===== src/hdl/cht_pkg.sv =====
// ----------------------------------------------------------------------------
// Cuckoo hash table package
// Transfer types, command and status codes, FNV-1a constants.
// ----------------------------------------------------------------------------
package cht_pkg;

  localparam int KEY_BITS = 32;

  localparam logic [63:0] FNV_BASIS = 64'hCBF2_9CE4_8422_2325;
  localparam logic [63:0] PRIME_ONE = 64'h0000_0100_0000_01B3;
  localparam logic [63:0] PRIME_TWO = 64'h0000_0000_0100_0193;

  typedef enum logic [1:0] {
    CMD_LOOKUP = 2'd0,
    CMD_INSERT = 2'd1,
    CMD_REMOVE = 2'd2
  } cmd_t;

  typedef enum logic [2:0] {
    ST_INSERTED   = 3'd0,
    ST_UPDATED    = 3'd1,
    ST_FOUND      = 3'd2,
    ST_NOT_FOUND  = 3'd3,
    ST_KICK_LIMIT = 3'd4
  } status_t;

  typedef struct packed {
    logic        [1:0]  command;
    logic signed [31:0] key;
    logic        [31:0] value;
  } in_item_t;

  typedef struct packed {
    logic        [2:0]  status;
    logic               found;
    logic        [31:0] data_out;
    logic signed [31:0] homeless_key;
    logic        [31:0] homeless_value;
    logic        [8:0]  occupancy;
  } out_item_t;

endpackage


===== src/hdl/cht_hash.sv =====
// ----------------------------------------------------------------------------
// Cuckoo hash slot hash unit
// One-round FNV-1a on the low slot bits; prime picked per use. Registered out.
// ----------------------------------------------------------------------------
module cht_hash #(
  parameter int AW = 8
) (
  input  logic                          clk,
  input  logic [cht_pkg::KEY_BITS-1:0]  key,
  input  logic                          first,
  output logic [AW-1:0]                 slot
);

  // Low AW bits of the 64-bit product depend only on the low AW bits of
  // each operand; sign extension of the key never reaches them.
  logic [AW-1:0] mixed;
  logic [AW-1:0] prime;
  logic [AW-1:0] product;

  assign mixed   = cht_pkg::FNV_BASIS[AW-1:0] ^ key[AW-1:0];
  assign prime   = first ? cht_pkg::PRIME_ONE[AW-1:0] : cht_pkg::PRIME_TWO[AW-1:0];
  assign product = mixed * prime;

  always_ff @(posedge clk) begin
    slot <= product;
  end

endmodule


===== config.mk =====
export PLATFORM = sky130hd
export DESIGN_NAME = cht_hash
export DESIGN_NICKNAME = d
export VERILOG_FILES = /design/src/hdl/cht_pkg.sv /design/src/hdl/cht_hash.sv
export SDC_FILE = /design/constraint.sdc
export NUM_CORES = 1
export LEC_CHECK = 0
export BUFFER_PORTS_ARGS = -buffer_cell sky130_fd_sc_hd__buf_4
export CORE_MARGIN = 1
export CORE_UTILIZATION = 41
export DETAILED_ROUTE_END_ITERATION = 8
export PLACE_DENSITY_LB_ADDON = 0.3
export SYNTH_ARGS = -nofsm -noshare
export SYNTH_HDL_FRONTEND = slang
export SYNTH_SLANG_ARGS = --single-unit

===== constraint.sdc =====
create_clock -name clk -period 3.3 [get_ports clk]
set_clock_uncertainty 0.2 [all_clocks]
set_input_delay 0.495 -clock clk [delete_from_list [all_inputs] [get_ports clk]]
set_output_delay 0.495 -clock clk [all_outputs]
set_load 0.02 [all_outputs]

After elaboration in Yosys (flattened, before gate mapping)
Index checks and enable logic that the tools add are counted.
{ "totals": {"register_bits": 8, "latch_bits": 0, "mem_bits_rw": 0, "rom_bits": 0, "out_inout_bits": 8, "wordCells": 4, "n_memories": 0} }
{ "classes": {"addsub": 0, "n_mul": 1, "n_div": 0, "order_cmp": 0, "n_eq_ne": 0, "shifts": 0, "mux": 1, "n_bitwise": 1, "n_reduce_logical": 0} }
{ "ops": {"columns": ["op", "n"], "rows": [
  ["$mul A8 B8 Y8", 1],
  ["$mux W6", 1],
  ["$not A3 Y3", 1]
]} }

Depth between registers and ports, before layout
{ "depth": {"depth_word": 2, "mapped_depth": 10} }

Least setup slack after synthesis
No wires, ideal clock.
{ "synth_timing": {"path_type": "in2reg", "startpoint": "input port key[1] (netlist bit)", "endpoint": "register slot[7]", "setup_ns": 0.072, "arrival_time_ns": 2.558, "required_time_ns": 3.028, "path_slack_ns": 0.470, "path_stages": 10, "cell_sequence": "and2_1 > ha_1 > inv_1 > fa_1 > inv_1 > fa_1 > xnor2_1 > xnor3_1 > xnor2_1 > xnor2_1"} }
{ "synth_between": {"elab_chain_cells": 1} }
{ "synth_lines": {"columns": ["item", "line_no", "text"], "rows": [
  ["start: declaration", "cht_hash.sv:9", "input logic [cht_pkg::KEY_BITS-1:0] key,"],
  ["$mul A8 B8 Y8", "cht_hash.sv:22", "assign product = mixed * prime;"],
  ["net product[7]", "cht_hash.sv:18", "logic [AW-1:0] product;"],
  ["end signal: assignment", "cht_hash.sv:25", "slot <= product;"],
  ["end: declaration", "cht_hash.sv:11", "output logic [AW-1:0] slot"]
]} }
The timed path passes the listed nets, and every way through them passes these cells.

Final worst setup path
Ends and elaborated chain as after synthesis.

==> impl_metrics.ini <==
[synth]
syn_nets = 118
ys_warn_count = 0
synth.distinct_cells = 12
ys_seq_area_frac = 0.239
synth_seq_cells = 8
postSynthAreaPerCell_sq_um = 10.6
syn_inst = 63
netlist_area_sq_um = 669

[cells_and_area]
drive_gt1_frac = 0.253
nets = 140
top_regs = slot: 8 flops
largest_reg_flops = 8
top_register = slot
diodes = 0
area_growth_pct = 25.4
final_area_sq_um = 840
fin_util = 0.551

[place]
postPlaceCellArea_sq_um = 817
gp_routability_congestion = 0.722
place_hpwl_microns = 836
portBuffers = 17

[worst_setup_path]
critPathLaunchType = input pin
path_class = input pin to register
cp.arrival_ns = 2.78
cp_max_fo = 4
required_ns = 3.28
endpoint_kind = register

[floorplanning]
io_pins = 42
core_region_area_sq_mm = 0.00152
fp.dieArea_sq_mm = 0.00180
row_count = 14
die_w_microns = 42.4
die_y_microns = 42.4
start_util = 0.439

[clock_tree]
clockBufferDepth = 2
clkTransAtPathRegs_ns = 0.05
h-tree-depth = 1
cts_tree = built
cts_setup_buffers = 0
cts.sinks = 8
cts-root-buf = clkbuf_4
numCtsBuffers = 3
hold_buffers = 0
post_cts_resized = 0

[timing]
rsz0062_at_grt = no
period_needed_ns = 2.80
max_freq_ghz = 0.357
worst_slew_pin_slew_ns = 0.170
setup_viol = 0
fin_crit_sh = 0.848
slew_violations = 0
hold_viol_final = 0
fin_tns_setup_ns = 0
slew_headroom = 0.886

[power_and_ir_drop]
power.share.clock = 0.172
vdd_drop_max_mv = 0.309
comb_power_share = 0.514
p_switching_mw = 0.146
intPower_mw = 0.279
switching_share = 0.344
p_leak_nw = 0.481
p_seq_frac = 0.314
powerDensity_mw_per_mm2 = 506

[outcome]
status = complete, no violations

[drt]
wl_per_cell_microns = 9.53
dr.pass1.iters = 2
drt-total-wl_microns = 943
highest_layer = met4
dr.first_iter.drc_count = 2
m1WireLength_microns = 413
avgViaCountPerCell = 4.52
wl_met2_microns = 457
drcViolationCount = 0
antenna_left = 0
vias = 447
route.met3.wl_microns = 68

[global_route]
antenna_found_initial = 0
grt.overflow.total = 0
grt_max_degree = 5
grt_pass1_wl_microns = 1790
grt_pass1_vias = 459
gr-usage-all-layers = 0.136

[flow_run]
cap_violations = 0

[worst_hold_path]
min-delay-path-class = input pin to register
cell usage after synthesis:
library cell / number / area, sq um
dfxtp_1: 8 / 160
inv_1: 17 / 63.8
fa_1: 4 / 80.1
nor2b_1: 2 / 12.5
xnor2_1: 7 / 61.3
ha_1: 17 / 213
a21o_1: 2 / 15.0
xnor2_2: 1 / 16.3
and2_1: 1 / 6.26
xnor3_1: 1 / 22.5
a21oi_1: 2 / 10.0
xor2_1: 1 / 8.76
placed cells by master, fill, tap and decap left out:
| cell | netlist | final |
|---|---|---|
| dfxtp_1 | 8 | 8 |
| nor2b_1 | 2 | 2 |
| inv_1 | 17 | 17 |
| fa_1 | 4 | 4 |
| xnor2_1 | 7 | 7 |
| buf_4 | 0 | 17 |
| xor2_1 | 1 | 1 |
| a21o_1 | 2 | 2 |
| a21oi_1 | 2 | 2 |
| ha_1 | 17 | 17 |
| clkbuf_4 | 0 | 3 |
| xnor3_1 | 1 | 1 |
| and2_1 | 1 | 1 |
| xnor2_2 | 1 | 1 |
worst max-delay path, stage by stage:
cell	delay (ns)
buf_4	0.13
and2_1	0.15
ha_1	0.26
inv_1	0.05
fa_1	0.53
inv_1	0.05
fa_1	0.38
xnor2_1	0.16
xnor3_1	0.24
xnor2_1	0.20
xnor2_1	0.13
path summary, 6_finish.rpt:
kind,depth (start not counted),start,to,slack (ns)
setup / recovery,11,key[1],slot[7],0.50
hold / removal,2,key[0],slot[0],0.27
power by group through the flow:
stage,combinational [mW],sequential [mW],clock (mW)
after floorplan,0.110,0.174,0
after global placement,0.218,0.135,0
after detailed placement,0.222,0.135,0
after CTS,0.223,0.134,0.0778
after global routing,0.242,0.135,0.0816
final,0.219,0.134,0.0729
layer usage:
| metal | vias up | global-route usage |
|---|---|---|
| met3 | 2 | 0.0776 |
| met1 | 194 | 0.147 |
| met2 | 16 | 0.225 |
| li1 | 235 | - |
| met5 | - | 0 |
| met4 | 0 | 0.0375 |
layout make-up:
| class | count | area, sq um |
|---|---|---|
| fill | 129 | 684 |
| inverter | 17 | 63.8 |
| clock buffer | 3 | 22.5 |
| tap | 16 | 20.0 |
| multi-input combinational | 38 | 445 |
| timing repair buffer | 17 | 128 |
| sequential | 8 | 160 |
logic make-up after synthesis:
kind of cell | Yosys count | share of synthesized area
buffers and inverters | 17 | 0.0953
AND/OR/NAND/NOR | 3 | 0.0280
XOR/XNOR | 10 | 0.163
flip-flops | 8 | 0.239
AO/OA/AOI/OAI | 4 | 0.0374
adder cells (fa/ha/maj) | 21 | 0.437
metrics by stage:
step	setup slack, ns	hold slack, ns	power (mW)	cells
after floorplan	0.470	0.392	0.284	63
after global placement	0.213	0.531	0.353	96
after detailed placement	0.218	0.531	0.357	96
after CTS	0.487	0.259	0.434	99
after global routing	0.377	0.270	0.459	99
final	0.501	0.268	0.425	99
No activity file was read; power rests on OpenSTA's default activity.
